`src/assert_macros.svh`:
```
// Assertion macros used by the top-level RTL file of the 3x3 convolution block.
// Each macro expects clk_i and rst_ni to be visible where it is used.
`ifndef ASSERT_MACROS_SVH
`define ASSERT_MACROS_SVH

// Property checked at every rising clock edge outside of reset.
`define ASSERT_CLK(label, prop, msg) \
  label: assert property (@(posedge clk_i) disable iff (!rst_ni) prop) else $error(msg);

// Condition that must never be true outside of reset.
`define ASSERT_NEVER(label, cond, msg) \
  label: assert property (@(posedge clk_i) disable iff (!rst_ni) !(cond)) else $error(msg);

`endif

```
`src/c3d9_pkg.sv`:
```
// Package of the 3x3 convolution block: sizes, register indexes, pixel and tag types
// and the column weighting function. Depends on nothing.
package c3d9_pkg;

  localparam int unsigned MaxWidth  = 1024;
  localparam int unsigned AddrW     = $clog2(MaxWidth);
  localparam int unsigned PixW      = 8;
  localparam int unsigned ColSumW   = 18;
  localparam int unsigned TotalW    = 20;
  localparam int unsigned AbsW      = TotalW - 1;
  localparam int unsigned RecipShift = 22;
  localparam int unsigned RecipW    = 19;
  // ceil(2^22 / 9): exact floor division by nine for every value below 2^21.
  localparam logic [RecipW-1:0] Recip9 = RecipW'(((1 << RecipShift) + 8) / 9);

  typedef enum logic [2:0] {
    REG_KERNEL_ROW_TOP    = 3'd0,
    REG_KERNEL_ROW_MID    = 3'd1,
    REG_KERNEL_ROW_BOTTOM = 3'd2,
    REG_IMAGE_ROWS        = 3'd3,
    REG_IMAGE_COLS        = 3'd4
  } cfg_reg_e;

  // One window column: pixel two rows above, one row above, current row.
  typedef struct packed {
    logic [PixW-1:0] top;
    logic [PixW-1:0] mid;
    logic [PixW-1:0] bot;
  } pix_col_t;

  // The three kernel coefficients that weight one window column.
  typedef struct packed {
    logic signed [7:0] top;
    logic signed [7:0] mid;
    logic signed [7:0] bot;
  } coef_col_t;

  // Position information that travels with a result.
  typedef struct packed {
    logic [15:0] row;
    logic [9:0]  col;
    logic        done;
  } tag_t;

  function automatic logic signed [ColSumW-1:0] col_sum(pix_col_t p, coef_col_t k);
    logic signed [16:0] pt;
    logic signed [16:0] pm;
    logic signed [16:0] pb;
    pt = $signed({1'b0, p.top}) * k.top;
    pm = $signed({1'b0, p.mid}) * k.mid;
    pb = $signed({1'b0, p.bot}) * k.bot;
    return ColSumW'(pt) + ColSumW'(pm) + ColSumW'(pb);
  endfunction

endpackage

```
`src/c3d9_col_cell.sv`:
```
// One cell of the window chain: holds one pixel column, passes it on to its
// neighbor on each shift and weights it with its kernel column. Uses c3d9_pkg.
module c3d9_col_cell
  import c3d9_pkg::*;
(
  input  logic                      clk_i,
  input  logic                      rst_ni,
  input  logic                      shift_i,
  input  pix_col_t                  col_i,
  input  coef_col_t                 coef_i,
  output pix_col_t                  col_o,
  output logic signed [ColSumW-1:0] sum_o
);

  pix_col_t col_q;

  always_ff @(posedge clk_i or negedge rst_ni) begin
    if (!rst_ni) begin
      col_q <= '0;
    end else if (shift_i) begin
      col_q <= col_i;
    end
  end

  assign col_o = col_q;
  assign sum_o = col_sum(col_q, coef_i);

endmodule

```
`config.mk`:
```
export PLATFORM = sky130hd
export DESIGN_NAME = c3d9_col_cell
export DESIGN_NICKNAME = d
export VERILOG_FILES = /design/src/assert_macros.svh /design/src/c3d9_pkg.sv /design/src/c3d9_col_cell.sv
export SDC_FILE = /design/constraint.sdc
export NUM_CORES = 1
export LEC_CHECK = 0
export ABC_AREA = 1
export BUFFER_PORTS_ARGS = -buffer_cell sky130_fd_sc_hd__buf_4
export CAP_MARGIN = 10
export CORE_ASPECT_RATIO = 0.6
export CORE_UTILIZATION = 60
export DETAILED_ROUTE_END_ITERATION = 8
export GPL_TIMING_DRIVEN = 0
export PLACE_DENSITY = 0.89
export REMOVE_ABC_BUFFERS = 1
export SLEW_MARGIN = 20
export SYNTH_ARGS = -nofsm -noshare
export SYNTH_HDL_FRONTEND = slang
export SYNTH_SLANG_ARGS = --single-unit
```
`constraint.sdc`:
```
create_clock -name clk_i -period 6.8 [get_ports clk_i]
set_input_delay 0.34 -clock clk_i [delete_from_list [all_inputs] [get_ports clk_i]]
set_output_delay 0.34 -clock clk_i [all_outputs]
set_load 0.05 [all_outputs]
```
==> metrics.yaml <==
status:
  status: "completed"
synth:
  synthAdderAreaFrac_pct: 55.02
  avgSynthCellArea_um2: 7.797
  synthTopCellsByArea: "fa_1 (39%), inv_1 (17%), ha_1 (16%)"
  synthCells: 1082
  yosys.area.top_type: "fa_1"
  synth_top_area_share_pct: 39.15
  synthSimpleGateAreaFrac_pct: 14.44
  seq_area_frac_synth_pct: 7.118
  yosys_warnings: 0
  synth-xor-area-share_pct: 0.8305
  synth_area_um2: 8437
  synth_top_family_by_area: "adder cells"
  yosysUniqueCellTypes: 21
  synthMuxAreaShare_pct: 2.269
  synth_seq_cells: 24
  synth-compound-area-share_pct: 1.112
global_routing:
  grt_max_degree: 32
  grt_pass1_wl_um: 32240
  grt.busiest_layer: "met2"
  use_met3_pct: 4.474
  antenna_found_initial: 0
  grt_pass1_vias: 6998
  grt_overflow: 0
  gr-usage-met1_pct: 37.99
  grt.total_usage_pct: 28.64
  use_met2_pct: 50.15
timing:
  hold_viol: 0
  slew-limit-headroom_pct: 65.78
  setup_violations: 0
  fin_skew_ns: 0
  hold-worst-slack_ns: 0.2856
  rsz0062_at_grt: "no"
  report.final.slew_viol_count: 0
  tightest_slew_ns: 0.5133
  fin_crit_sh_pct: 95.93
  fin_crit_ns: 6.523
  max_freq_ghz: 0.1533
  worst_slack_ns: 0.2766
  tns_ns: 0
drt:
  num_vias: 6676
  drc: 0
  ant_nets: 0
  vias_per_cell: 5.046
  drtIter0Drc: 429
  wl_per_cell_um: 14.89
  drt_first_pass_iters: 5
  postRouteWirelength_um: 19700
run:
  max_cap_violations: 0
cts:
  cts_buffers: 3
  cts_tree: "built"
  clockRootBuffer: "clkbuf_16"
  clk_path_buf_depth: 2
  cts_setup_buffers: 0
  clk_pin_slew_ns: 0.07
  clock_sinks: 24
  htree_levels: 1
  clock_latency_ns: 0.27
finish:
  layout.nets: 1455
  regArea_um2: 605.6
  final_util_pct: 68.09
  layout-drive-gt1-share_pct: 10.96
  fill_cells: 1056
  area_delta_synth_final_pct: 10.29
  multiInputGateArea_um2: 6216
  diodes: 0
  largest_reg_flops: 24
floorplan:
  core-area_um2: 13670
  die_area_um2: 14550
  die_w_um: 155.1
  dieHeight_um: 93.85
  row_count: 33
  io_pins: 93
  start_util_pct: 61.73
worst_hold_path:
  min_path_type: "primary input to flip-flop"
setup_path:
  cp.required_ns: 6.46
  worst-r2r-setup-slack_ns: 5.76
  cp-start-kind: "flip-flop"
  path_class: "flip-flop to primary output"
  cp-end-kind: "primary output"
  worstPathMaxFanout: 10
  arrival_ns: 6.18
placed_design:
  dp_hpwl_um: 16860
  dp_slack_ns: 0.5905
  numPortBuffers: 92
  gp_congestion: 0.9553
## layout make-up
| cell class | instances | area share [%] |
|---|---|---|
| clock buffer | 3 | 0.8068 |
| sequential | 24 | 6.508 |
| multi-input combinational | 627 | 66.80 |
| clock inverter | 1 | 0.3227 |
| timing repair buffer | 93 | 7.530 |
| inverter | 383 | 15.45 |
| tap | 192 | 2.582 |
## cells in the mapped netlist
| cell type | count |
|---|---|
| nand4_1 | 3 |
| nand3_1 | 15 |
| nor2_2 | 1 |
| and2_1 | 2 |
| fa_1 | 165 |
| a21oi_1 | 10 |
| clkbuf_1 | 46 |
| nor2_1 | 29 |
| xor2_1 | 5 |
| o21ai_2 | 1 |
| mux2_2 | 17 |
| inv_1 | 382 |
| dfrtp_1 | 24 |
| nand2_1 | 258 |
| o21ai_0 | 7 |
| ha_1 | 107 |
| nand2_2 | 3 |
| nor3_2 | 1 |
| xnor2_1 | 3 |
| buf_2 | 2 |
| inv_2 | 1 |
## metrics by stage
stage / cell area (um^2) / instances
2_1_floorplan: 8254 / 1034
3_3_place_gp: 9185 / 1318
3_5_place_dp: 9185 / 1318
4_1_cts: 9300 / 1323
5_1_grt: 9305 / 1323
6_report: 9305 / 1323
## critical path, cell delays in order, from the launching register on
cell	delay, ns
dfrtp_1	0.63
nand2_1	0.15
fa_1	0.55
inv_1	0.05
fa_1	0.48
inv_1	0.06
fa_1	0.53
inv_1	0.05
fa_1	0.50
inv_1	0.06
fa_1	0.51
fa_1	0.49
inv_1	0.05
fa_1	0.43
ha_1	0.36
nand2_1	0.11
nor2_1	0.14
nand2_1	0.07
nand2_1	0.11
nand2_1	0.16
nand2_1	0.11
nand2_1	0.05
nand2_1	0.06
buf_4	0.19
## worst paths after layout
check                                from   endpoint  depth (start not counted)
worst max-delay path            col_o[18]  sum_o[17]                         23
worst min-delay path             col_i[6]   col_o[6]                          3
worst max register to register   col_o[3]   col_o[3]                          1
worst min register to register  col_o[23]  col_o[23]                          1
max in group asynchronous          rst_ni  col_o[20]                          2
min in group asynchronous          rst_ni   col_o[5]                          2
## cell usage in the layout, fill, tap and decap left out, types with 3 or more instances in the layout
cell type and count:
xor2_1 5, mux2_2 17, o21ai_0 7, fa_1 165, nand3_1 15, clkbuf_16 3
dfrtp_2 4, nand2_1 258, buf_4 92, a21oi_1 10, nand2_2 3, xnor2_1 3
nor2_1 29, inv_1 382, dfrtp_1 20, ha_1 107, nand4_1 3
## layer usage
layer	vias up	wire length (um)
met5	-	0
met4	0	269
met3	31	1858
met2	293	9632
met1	3268	7942
li1	3084	-
## timing repair
action,CTS,global route
endpoints found under the setup margin,0,1
hold buffers,1,0
hold endpoints to repair,24,0
gates resized for setup,0,4
## kinds of logic (layout without fill, tap and decap cells)
family          Yosys count  count (layout)
compound gates           18              18
xor+xnor                  8               8
fa+ha+maj               272             272
mux                      17              17
buf+inv                 431             480
flops                    24              24
simple gates            312             312
Power is left out: the tool's default activity adds up to more than one toggle a clock period on the data nets, which glitch-free logic cannot reach.
