**src/assert_macros.svh**
```systemverilog
// Assertion macros used by the top-level RTL file of the 3x3 convolution block.
// Each macro expects clk_i and rst_ni to be visible where it is used.
`ifndef ASSERT_MACROS_SVH
`define ASSERT_MACROS_SVH

// Property checked at every rising clock edge outside of reset.
`define ASSERT_CLK(label, prop, msg) \
  label: assert property (@(posedge clk_i) disable iff (!rst_ni) prop) else $error(msg);

// Condition that must never be true outside of reset.
`define ASSERT_NEVER(label, cond, msg) \
  label: assert property (@(posedge clk_i) disable iff (!rst_ni) !(cond)) else $error(msg);

`endif

```
**src/c3d9_pkg.sv**
```systemverilog
// Package of the 3x3 convolution block: sizes, register indexes, pixel and tag types
// and the column weighting function. Depends on nothing.
package c3d9_pkg;

  localparam int unsigned MaxWidth  = 1024;
  localparam int unsigned AddrW     = $clog2(MaxWidth);
  localparam int unsigned PixW      = 8;
  localparam int unsigned ColSumW   = 18;
  localparam int unsigned TotalW    = 20;
  localparam int unsigned AbsW      = TotalW - 1;
  localparam int unsigned RecipShift = 22;
  localparam int unsigned RecipW    = 19;
  // ceil(2^22 / 9): exact floor division by nine for every value below 2^21.
  localparam logic [RecipW-1:0] Recip9 = RecipW'(((1 << RecipShift) + 8) / 9);

  typedef enum logic [2:0] {
    REG_KERNEL_ROW_TOP    = 3'd0,
    REG_KERNEL_ROW_MID    = 3'd1,
    REG_KERNEL_ROW_BOTTOM = 3'd2,
    REG_IMAGE_ROWS        = 3'd3,
    REG_IMAGE_COLS        = 3'd4
  } cfg_reg_e;

  // One window column: pixel two rows above, one row above, current row.
  typedef struct packed {
    logic [PixW-1:0] top;
    logic [PixW-1:0] mid;
    logic [PixW-1:0] bot;
  } pix_col_t;

  // The three kernel coefficients that weight one window column.
  typedef struct packed {
    logic signed [7:0] top;
    logic signed [7:0] mid;
    logic signed [7:0] bot;
  } coef_col_t;

  // Position information that travels with a result.
  typedef struct packed {
    logic [15:0] row;
    logic [9:0]  col;
    logic        done;
  } tag_t;

  function automatic logic signed [ColSumW-1:0] col_sum(pix_col_t p, coef_col_t k);
    logic signed [16:0] pt;
    logic signed [16:0] pm;
    logic signed [16:0] pb;
    pt = $signed({1'b0, p.top}) * k.top;
    pm = $signed({1'b0, p.mid}) * k.mid;
    pb = $signed({1'b0, p.bot}) * k.bot;
    return ColSumW'(pt) + ColSumW'(pm) + ColSumW'(pb);
  endfunction

endpackage

```
**src/c3d9_div9.sv**
```systemverilog
// Pipelined divide-by-nine, truncating toward zero, with a tag carried along.
// Three stages: magnitude, reciprocal multiply, sign restore. Uses c3d9_pkg.
module c3d9_div9
  import c3d9_pkg::*;
(
  input  logic                     clk_i,
  input  logic                     rst_ni,
  input  logic                     valid_i,
  output logic                     ready_o,
  input  logic signed [TotalW-1:0] value_i,
  input  tag_t                     tag_i,
  output logic                     valid_o,
  input  logic                     ready_i,
  output logic signed [15:0]       value_o,
  output tag_t                     tag_o
);

  logic                         a_valid_q, b_valid_q, c_valid_q;
  logic                         a_ready, b_ready, c_ready;
  logic [AbsW-1:0]              a_abs_q;
  logic                         a_neg_q, b_neg_q;
  tag_t                         a_tag_q, b_tag_q, c_tag_q;
  logic [15:0]                  b_quot_q;
  logic signed [15:0]           c_value_q;
  logic [AbsW-1:0]              abs_d;
  logic [AbsW+RecipW-1:0]       prod;
  logic [15:0]                  quot_d;

  assign c_ready = !c_valid_q || ready_i;
  assign b_ready = !b_valid_q || c_ready;
  assign a_ready = !a_valid_q || b_ready;
  assign ready_o = a_ready;

  assign abs_d  = value_i[TotalW-1] ? AbsW'(-value_i) : AbsW'(value_i);
  assign prod   = {{RecipW{1'b0}}, a_abs_q} * {{AbsW{1'b0}}, Recip9};
  assign quot_d = 16'(prod >> RecipShift);

  always_ff @(posedge clk_i or negedge rst_ni) begin
    if (!rst_ni) begin
      a_valid_q <= 1'b0;
      b_valid_q <= 1'b0;
      c_valid_q <= 1'b0;
    end else begin
      if (a_ready) a_valid_q <= valid_i;
      if (b_ready) b_valid_q <= a_valid_q;
      if (c_ready) c_valid_q <= b_valid_q;
    end
  end

  always_ff @(posedge clk_i) begin
    if (a_ready && valid_i) begin
      a_abs_q <= abs_d;
      a_neg_q <= value_i[TotalW-1];
      a_tag_q <= tag_i;
    end
    if (b_ready && a_valid_q) begin
      b_quot_q <= quot_d;
      b_neg_q  <= a_neg_q;
      b_tag_q  <= a_tag_q;
    end
    if (c_ready && b_valid_q) begin
      c_value_q <= b_neg_q ? -$signed(b_quot_q) : $signed(b_quot_q);
      c_tag_q   <= b_tag_q;
    end
  end

  assign valid_o = c_valid_q;
  assign value_o = c_value_q;
  assign tag_o   = c_tag_q;

endmodule

```
**config.mk**
```make
export PLATFORM = sky130hd
export DESIGN_NAME = c3d9_div9
export DESIGN_NICKNAME = d
export VERILOG_FILES = /design/src/assert_macros.svh /design/src/c3d9_pkg.sv /design/src/c3d9_div9.sv
export SDC_FILE = /design/constraint.sdc
export NUM_CORES = 1
export LEC_CHECK = 0
export ABC_AREA = 1
export BUFFER_PORTS_ARGS = -buffer_cell sky130_fd_sc_hd__buf_4
export CAP_MARGIN = 20
export CORE_AREA = 5 5 174 126
export CTS_BUF_LIST = sky130_fd_sc_hd__clkbuf_2 sky130_fd_sc_hd__clkbuf_4 sky130_fd_sc_hd__clkbuf_8
export DETAILED_ROUTE_END_ITERATION = 6
export DIE_AREA = 0 0 179 131
export PLACE_DENSITY = 0.76
export SETUP_SLACK_MARGIN = 0.05
export SLEW_MARGIN = 20
export SYNTH_ARGS = -nofsm -noshare
export SYNTH_HDL_FRONTEND = slang
export SYNTH_SLANG_ARGS = --single-unit
```
**constraint.sdc**
```tcl
create_clock -name clk_i -period 8.3 [get_ports clk_i]
set_clock_uncertainty 0.15 [all_clocks]
set_input_delay 0.415 -clock clk_i [delete_from_list [all_inputs] [get_ports clk_i]]
set_output_delay 0.415 -clock clk_i [all_outputs]
set_load 0.02 [all_outputs]
```
==> results of run 1 <==
==> cell usage after synthesis (all sizes together), types with 5 or more instances <==
library cell  number  area, sq um
xnor2              5        43.79
edfxtp           134         4024
o21bai             6        45.04
fa                84         1682
a21oi             32        160.2
nand3             48        240.2
xor2              30        262.8
o21ai             23        115.1
inv              260        975.9
ha               143         1789
nand2            242        910.9
nor2              83        316.6
==> what timing repair did <==
action / 4_1_cts / 5_1_grt
hold buffers: 29 / 0
endpoints found under the setup margin: 0 / 0
resized for setup: 0 / 0
hold endpoints to repair: 31 / 0
==> worst paths after layout <==
| kind | end | slack [ns] | depth (start not counted) |
|---|---|---|---|
| max reg2reg | b_quot_q[6] | 2.86 | 21 |
| max in group asynchronous | a_valid_q | 7.73 | 2 |
| min reg2reg | tag_o[21] | 0.26 | 0 |
| min | a_valid_q | 0.06 | 3 |
| min in group asynchronous | b_valid_q | 0.17 | 2 |
| max | b_quot_q[6] | 2.86 | 21 |
==> flip-flops by register name, indices dropped and copies added (netlist names) <==
| name | flops |
|---|---|
| a_tag_q | 27 |
| b_tag_q | 27 |
| tag_o | 27 |
| a_abs_q | 19 |
| b_quot_q | 16 |
| value_o | 16 |
| a_neg_q | 1 |
| a_valid_q | 1 |
| b_neg_q | 1 |
| b_valid_q | 1 |
| valid_o | 1 |
==> layer usage <==
metal  global-route usage (%)  part of all wire (%)  vias to the layer above
li1                         -                     -                     3809
met4                    4.195                   1.1                        0
met2                    32.14                    44                      218
met5                        0                     0                        -
met3                    4.055                   6.8                       22
met1                    30.85                    48                     3583
==> worst min-delay path: cells and delay by family <==
kind | cells | cell delay, ns
buf+inv | 1 | 0.08
simple gates | 2 | 0.14
==> area by class of cell <==
cell class              instances  area share, %
flip-flops and latches        137          32.69
well taps                     276          2.754
clock inverters                15          1.178
repair buffers                126          8.124
multi-input cells             717          45.60
inverters                     260          7.784
clock buffers                  17          1.866
==> through the flow <==
| step | hold slack, ns | cell area (sq um) |
|---|---|---|
| finish | 0.05769 | 12540 |
| global placement | 0.06013 | 11870 |
| global route | 0.04488 | 12540 |
| CTS | 0.03140 | 12540 |
| detailed placement | 0.06083 | 11870 |
| floorplan | -0.03059 | 10790 |
==> logic make-up after synthesis <==
logic type | count (synthesis) | synth area share (%)
adders and majority gates | 227 | 32.17
and+or+nand+nor | 390 | 14.64
AOI/OAI and AO/OA | 65 | 3.236
xor gates and xnor gates | 35 | 2.842
buffers and inverters | 262 | 9.116
DFF | 137 | 38.00
==> out/qor.txt, run 1 <==
Outcome - completed
Crit path DAT - 5.49 ns
Syn_area_per_cell - 9.667 sq um
Initial Utilization - 53.39%
Die Y - 131 microns
Die width - 179 microns
Worst Path Max Fanout - 4
Number of buffers created by CTS - 17
Fmax - 183.8 MHz
Clk sinks - 137
Post-CTS setup buffer count - 0
Pre-antenna DRT Iters - 5
Yosys warns - 0
Cells after synthesis - 1116
Die ar. - 0.02345 sq mm
Slack of the critical path - 2.858 ns
Hold crit path type - in2reg
Fin cells - 1548
H-tree levels - 4
Layout fillers - 1625
All-Layer GR Usage - 20.76%
Final slew viol count - 0
Register Area - 0.004099 sq mm
Crit Path Category - reg2reg
Drt total wl - 22.97 mm
CP endpoint kind - flip-flop
Sequential cell area fraction in the yosys report - 38.00%
Post-route DRC - 0
Buf/Inv on CP - 6
Critical path, cell by cell - fa_1 > ha_1 > inv_1 > fa_1 > inv_1 > fa_1 > fa_1 > inv_1 > fa_1 > inv_1 > ha_1 > nand2_1 > inv_1 > a21oi_1 > inv_1 > nor2_1 > nand2_1 > nand2_1 > nand2_1 > nand2_1 > nand2_1
Hold Startpoint - valid_i
CP startpoint - a_abs_q[7]
Max_slew headroom - 33.18%
Period minus WS final - 5.442 ns
1st-iter DRT viols - 470
Commonest non-fill, non-tap cell in the layout - inv_1
CTS max path bufs - 2
RSZ-0062 raised after global routing - no
Max cap viols - 0
Syn_nets - 1394
Most frequent cells in the layout - inv_1 (257), nand2_1 (241), ha_1 (143)
I/O pin total - 96
DP HPWL - 19.08 mm
Core area - 0.02020 sq mm
Number of global-route vias before repair - 7594
First-pass GRT wire length - 37.94 mm
Largest net degree at the start of global routing - 48
Cell Area, Synth - 0.01079 sq mm
Part of the cycle the worst path needs - 65.56%
Area Growth Syn to Fin - 16.21%
EDFF count, synth - 134
CP startpoint kind - flip-flop
Post-synth ARST share - 2.190%
Yosys cell types - 26
Worst-skew pair later-pin latency - 0.45 ns
Routed Antenna Nets - 0
Core Util, Final - 62.05%
Final setup viols - 0
Hold Fails Final Rpt - 0
CP peak stage delay - 0.56 ns
Initial antenna violation count - 0
Placement Rows - 44
Dpl ws - 2.912 ns
Ys flop type - edfxtp_1
Multi-input gate area - 0.005717 sq mm
Vias/cell - 4.930
Fraction of layout instances using a drive strength above 1 - 10.69%
Placer Congestion - 0.9789
Vias - 7632
Crit path required time - 8.35 ns
Worst-path clk slew - 0.09 ns
N_diodes - 0
CTS tree - yes
Setup TNS - 0 ns
CP delay by family, top - adder cells
Slew @ Worst Pin - 1.001 ns
Cells after DPL - 1487
I/O Buffers - 95
Slowest cell on the critical path - fa_1
Synthesized flop and latch total - 137
Critical R2R Launch - a_abs_q[7]
CTS Root Cell - clkbuf_8
Per-cell routed wire length - 14.84 microns
Nets - 1537
Grt ovf - 0
Power of run 1 is not shown: default switching activity piles up to over one toggle a cycle in this logic, so the estimate is an artifact.
==> inputs of run 2 (changes only) <==
--- a/config.mk
+++ b/config.mk
@@ -12,7 +12,7 @@
 export CTS_BUF_LIST = sky130_fd_sc_hd__clkbuf_2 sky130_fd_sc_hd__clkbuf_4 sky130_fd_sc_hd__clkbuf_8
 export DETAILED_ROUTE_END_ITERATION = 6
 export DIE_AREA = 0 0 179 131
-export PLACE_DENSITY = 0.76
+export PLACE_DENSITY = 0.78
 export SETUP_SLACK_MARGIN = 0.05
 export SLEW_MARGIN = 20
 export SYNTH_ARGS = -nofsm -noshare
==> constraint.sdc (replaced) <==
create_clock -name clk_i -period 4.4 [get_ports clk_i]
set_clock_uncertainty 0.15 [all_clocks]
set_input_delay 0.22 -clock clk_i [delete_from_list [all_inputs] [get_ports clk_i]]
set_output_delay 0.22 -clock clk_i [all_outputs]
set_load 0.02 [all_outputs]
==> out/qor.txt, run 2 (synthesized netlist as in run 1, its figures left out) <==
Drt total wl - 27.39 mm (+19%)
Worst hold endpoint - a_abs_q[6]
Most frequent cells in the layout - inv_1 (222), buf_4 (215), nand2_1 (199)
Slack of the critical path - -0.6241 ns (-3.482 ns)
Max cap viols - 0 (unchanged)
Met3 routed WL - 1.941 mm (+25%)
Nets - 1679 (+9.2%)
Max_slew headroom - 30.91% (-2.3 points)
RSZ-0062 raised after global routing - yes
R2R cell count - 19 (-9.5%)
Hold Path Stages - 3 (unchanged)
H-tree levels - 4 (unchanged)
Cells after DPL - 1583 (+6.5%)
I/O Buffers - 95 (unchanged)
Fmax - 199.0 MHz (+8.3%)
Core area - 0.02020 sq mm (unchanged)
Grt ovf - 0 (unchanged)
Placer Congestion - 0.9553 (-2.4%)
Hold Fails Final Rpt - 0 (unchanged)
Final setup viols - 16 (+16)
CTS max path bufs - 2 (unchanged)
Vias/cell - 4.964 (+0.68%)
Fin cells - 1690 (+9.2%)
Number of global-route vias before repair - 8639 (+14%)
M1 wire length - 12.12 mm (+9.7%)
Post-route DRC - 0 (unchanged)
Commonest non-fill, non-tap cell in the layout - inv_1
Largest net degree at the start of global routing - 48 (unchanged)
Die width - 179 microns (unchanged)
Part of the cycle the worst path needs - 114.2% (+49 points)
Area Growth Syn to Fin - 33.82%
First-pass GRT wire length - 43.11 mm (+14%)
Per-cell routed wire length - 16.20 microns (+9.2%)
Critical R2R Launch - a_abs_q[8]
Die Y - 131 microns (unchanged)
N_diodes - 0 (unchanged)
Crit path DAT - 5.11 ns (-0.38 ns)
Worst Path Max Fanout - 3 (-1)
Failing checks - setup timing
Initial Utilization - 53.39% (unchanged)
CTS Root Cell - clkbuf_8
I/O pin total - 96 (unchanged)
Number of buffers created by CTS - 17 (unchanged)
All-Layer GR Usage - 24.04% (+3.3 points)
Worst R2R End - b_quot_q[11]
Vias - 8389 (+9.9%)
Crit path required time - 4.49 ns (-3.86 ns)
Worst-skew pair later-pin latency - 0.47 ns (+0.02 ns)
Final slew viol count - 0 (unchanged)
Top routing layer in use - met4
Hold crit path type - in2reg
Hold Startpoint - value_i[6]
Clk sinks - 137 (unchanged)
Met2 wire length - 12.83 mm (+27%)
R2R Setup Slk - -0.62 ns (-3.48 ns)
1st-iter DRT viols - 567 (+21%)
DP HPWL - 20.90 mm (+9.5%)
Initial antenna violation count - 0 (unchanged)
Die ar. - 0.02345 sq mm (unchanged)
Crit Path Category - reg2reg
Pre-antenna DRT Iters - 5 (unchanged)
Outcome - finished, violations left
Routed Antenna Nets - 0 (unchanged)
Period minus WS final - 5.024 ns (-0.4177 ns)
Worst-path clk slew - 0.10 ns (about the same)
Slew @ Worst Pin - 1.035 ns (+0.03400 ns)
CP endpoint kind - flip-flop
Fraction of layout instances using a drive strength above 1 - 29.28% (+19 points)
Placement Rows - 44 (unchanged)
CP startpoint kind - flip-flop
CTS tree - yes
==> run 2: how the worst max path moves through the flow <==
stage / startpoint / end / slack, ns / depth (start not counted)
2_1_floorplan: a_abs_q[8] / b_quot_q[11] / -0.30 / 16
3_3_place_gp: a_abs_q[8] / b_quot_q[11] / -0.66 / 16
3_5_place_dp: a_abs_q[8] / b_quot_q[11] / -0.71 / 16
4_1_cts: a_abs_q[13] / b_quot_q[11] / -0.61 / 18
5_1_grt: a_abs_q[8] / b_quot_q[11] / -0.79 / 17
6_report: a_abs_q[8] / b_quot_q[11] / -0.62 / 19
==> run 2: metal layers <==
metal  track usage (%)  vias to the layer above
met4             5.728                        0
met3             6.011                       41
met5                 0                        -
li1                  -                     4094
met1             33.22                     3996
met2             38.73                      258
==> run 2: through the flow <==
| step | util [%] | TNS, ns | area, sq um | setup slack [ns] | hold WS [ns] |
|---|---|---|---|---|---|
| 6_report | 71.45 | -8.703 | 14440 | -0.6241 | 0.06058 |
| 5_1_grt | 71.45 | -11.56 | 14440 | -0.7929 | 0.04921 |
| 4_1_cts | 69.59 | -8.977 | 14060 | -0.6087 | 0.02462 |
| 3_5_place_dp | 63.90 | -9.549 | 12910 | -0.7146 | -0.1359 |
| 3_3_place_gp | 63.90 | -8.797 | 12910 | -0.6582 | -0.1384 |
| 2_1_floorplan | - | -3.406 | 11110 | -0.3046 | -0.2256 |
==> run 2: area by class of cell <==
type | instances | area, sq um
Sequential cell | 137 | 4099
Timing Repair Buffer | 268 | 2151
Clock inverter | 15 | 196.4
Fill cell | 1440 | 5768
Multi-Input combinational cell | 717 | 6427
Inverter | 260 | 983.4
Tap cell | 276 | 345.3
Clock buffer | 17 | 234.0
==> run 2: timing repair <==
item / CTS / global route
endpoints found under the hold margin: 49 / 0
setup endpoints to repair: 16 / 16
pin swaps: 36 / 49
buffers inserted: 12 / 15
hold buffers: 48 / 0
gates resized for setup: 47 / 77
==> run 2: worst max-delay path, stage by stage, from the launching register on <==
cell	delay, ns
edfxtp_1	0.46
buf_6	0.16
fa_2	0.56
ha_4	0.23
fa_1	0.53
fa_1	0.44
fa_1	0.55
inv_2	0.05
fa_1	0.38
inv_1	0.07
ha_1	0.25
a21oi_1	0.22
buf_4	0.16
o21ai_0	0.09
nand2_1	0.09
nand2_1	0.11
a21oi_4	0.14
nand2_1	0.07
nand2_1	0.06
nand2_1	0.05
Power of run 2 is left out for the same reason.
==> inputs of run 3 (changes only) <==
--- a/config.mk
+++ b/config.mk
@@ -8,11 +8,13 @@
 export ABC_AREA = 1
 export BUFFER_PORTS_ARGS = -buffer_cell sky130_fd_sc_hd__buf_4
 export CAP_MARGIN = 20
-export CORE_AREA = 5 5 174 126
+export CELL_PAD_IN_SITES_DETAIL_PLACEMENT = 0
+export CELL_PAD_IN_SITES_GLOBAL_PLACEMENT = 1
+export CORE_AREA = 5 5 194 140
 export CTS_BUF_LIST = sky130_fd_sc_hd__clkbuf_2 sky130_fd_sc_hd__clkbuf_4 sky130_fd_sc_hd__clkbuf_8
 export DETAILED_ROUTE_END_ITERATION = 6
-export DIE_AREA = 0 0 179 131
-export PLACE_DENSITY = 0.78
+export DIE_AREA = 0 0 199 145
+export PLACE_DENSITY = 0.8
 export SETUP_SLACK_MARGIN = 0.05
 export SLEW_MARGIN = 20
 export SYNTH_ARGS = -nofsm -noshare
==> out/qor.txt, run 3 (synthesized netlist as in run 1, its figures left out) <==
Outcome - finished, violations left
Failing checks - setup timing
CP startpoint kind - flip-flop
R2R cell count - 21 (+2)
Vias/cell - 4.604 (-7.3%)
Slew @ Worst Pin - 0.9966 ns (-0.03832 ns)
Largest net degree at the start of global routing - 48 (unchanged)
Hold Path Stages - 3 (unchanged)
Die Y - 145 microns (+11%)
Fraction of layout instances using a drive strength above 1 - 29.79% (+0.52 points)
Area Growth Syn to Fin - 35.12%
Crit Path Category - reg2reg
CTS tree - yes
Pre-antenna DRT Iters - 5 (unchanged)
Period minus WS final - 4.983 ns (-0.04071 ns)
All-Layer GR Usage - 18.74% (-5.3 points)
Dpl ws - -0.6980 ns (+0.01660 ns)
N_diodes - 0 (unchanged)
Worst-path clk slew - 0.09 ns (about the same)
Grt ovf - 0 (unchanged)
CP delay by family, top - adder cells
Slack of the critical path - -0.5834 ns (+0.04071 ns)
Routed Antenna Nets - 0 (unchanged)
Post-route DRC - 0 (unchanged)
Max cap viols - 0 (unchanged)
H-tree levels - 4 (unchanged)
I/O pin total - 96 (unchanged)
Most frequent cells in the layout - inv_1 (225), buf_4 (208), nand2_1 (196)
Initial antenna violation count - 0 (unchanged)
Drt total wl - 26.23 mm (-4.2%)
Die ar. - 0.02886 sq mm (+23%)
Critical R2R Launch - a_abs_q[3]
Placer Congestion - 0.9184 (-3.9%)
Buf/Inv on CP - 6 (+2)
Hold crit path type - in2reg
Number of buffers created by CTS - 17 (unchanged)
Worst-skew pair later-pin latency - 0.46 ns (about the same)
I/O Buffers - 95 (unchanged)
Core area - 0.02514 sq mm (+24%)
CP startpoint - a_abs_q[3]
Crit path DAT - 5.04 ns (-0.07 ns)
Nets - 1678 (-0.060%)
Crit path required time - 4.46 ns (-0.03 ns)
CP endpoint kind - flip-flop
Number of global-route vias before repair - 8360 (-3.2%)
Placement Rows - 49 (+11%)
CP Depth - 21 (+2)
Per-cell routed wire length - 15.04 microns (-7.2%)
First-pass GRT wire length - 42.64 mm (-1.1%)
Part of the cycle the worst path needs - 113.3% (-0.93 points)
Max_slew headroom - 33.47% (+2.6 points)
Clk sinks - 137 (unchanged)
CTS Root Cell - clkbuf_8
Worst Path Max Fanout - 4 (+1)
DP HPWL - 21.67 mm (+3.7%)
Hold Fails Final Rpt - 0 (unchanged)
Vias - 8029 (-4.3%)
Commonest non-fill, non-tap cell in the layout - inv_1
R2R Setup Slk - -0.58 ns (+0.04 ns)
Fmax - 200.7 MHz (+0.82%)
CP peak stage delay - 0.54 ns (-0.02 ns)
Worst R2R End - b_quot_q[6]
RSZ-0062 raised after global routing - yes
Crit path capture - b_quot_q[6]
1st-iter DRT viols - 360 (-37%)
Initial Utilization - 42.92% (-10 points)
Slowest cell on the critical path - fa_2
Die width - 199 microns (+11%)
Core Util, Final - 57.99% (-13 points)
Final slew viol count - 0 (unchanged)
CTS max path bufs - 2 (unchanged)
Final setup viols - 16 (unchanged)
Critical path, cell by cell - fa_2 > ha_4 > inv_4 > fa_1 > inv_1 > fa_2 > fa_1 > inv_2 > fa_1 > inv_2 > ha_4 > nand2_4 > inv_4 > a21oi_4 > inv_1 > nor2_1 > nand2_2 > nand2_2 > nand2_1 > nand2_1 > nand2_1
==> run 3: worst min-delay path by stage <==
stage,start,endpoint,slack [ns]
after global routing,value_i[3],a_abs_q[3],0.05
after detailed placement,rst_ni,a_valid_q,-0.14
after CTS,value_i[3],a_abs_q[3],0.009
final,value_i[3],a_abs_q[3],0.05
after floorplan,rst_ni,a_valid_q,-0.23
after global placement,rst_ni,valid_o,-0.14
==> run 3: worst register-to-register path, stage by stage, from the launching register on <==
cell and delay [ns]:
edfxtp_1 0.52, fa_2 0.54, ha_4 0.31, inv_4 0.04
fa_1 0.49, inv_1 0.05, fa_2 0.41, fa_1 0.51
inv_2 0.04, fa_1 0.53, inv_2 0.05, ha_4 0.25
nand2_4 0.10, inv_4 0.04, a21oi_4 0.18, inv_1 0.06
nor2_1 0.12, nand2_2 0.10, nand2_2 0.10, nand2_1 0.05
nand2_1 0.06, nand2_1 0.05
==> run 3: layer usage <==
layer / vias up / part of all wire [%] / GRT usage, %
met2: 146 / 44 / 28.55
met3: 16 / 4.8 / 3.337
met5: - / 0 / 0
li1: 4101 / - / -
met4: 0 / 0.84 / 3.554
met1: 3766 / 50 / 28.38
==> run 3: final cells by class <==
type / instances / area, sq um
fill: 2183 / 10560
multi-input combinational: 717 / 6477
sequential: 137 / 4099
timing repair buffer: 267 / 2172
inverter: 260 / 983.4
tap: 331 / 414.1
clock buffer: 17 / 234.0
clock inverter: 15 / 196.4
==> run 3: what timing repair did <==
| action | 4_1_cts | 5_1_grt |
|---|---|---|
| gates resized for setup | 53 | 85 |
| pin swaps | 30 | 45 |
| hold buffers | 50 | 0 |
| hold endpoints to repair | 50 | 0 |
| setup endpoints to repair | 16 | 16 |
| setup buffers | 10 | 16 |
==> run 3: through the flow <==
step / instance area (sq um) / hold slack (ns) / cells / TNS [ns]
after global placement: 12980 / -0.1382 / 1636 / -7.753
after global routing: 14580 / 0.04982 / 1744 / -10.89
after floorplan: 11110 / -0.2256 / 1116 / -3.406
final: 14580 / 0.05182 / 1744 / -8.109
after CTS: 14200 / 0.009231 / 1728 / -8.333
after detailed placement: 12980 / -0.1357 / 1636 / -8.702
Power of run 3 is left out for the same reason.
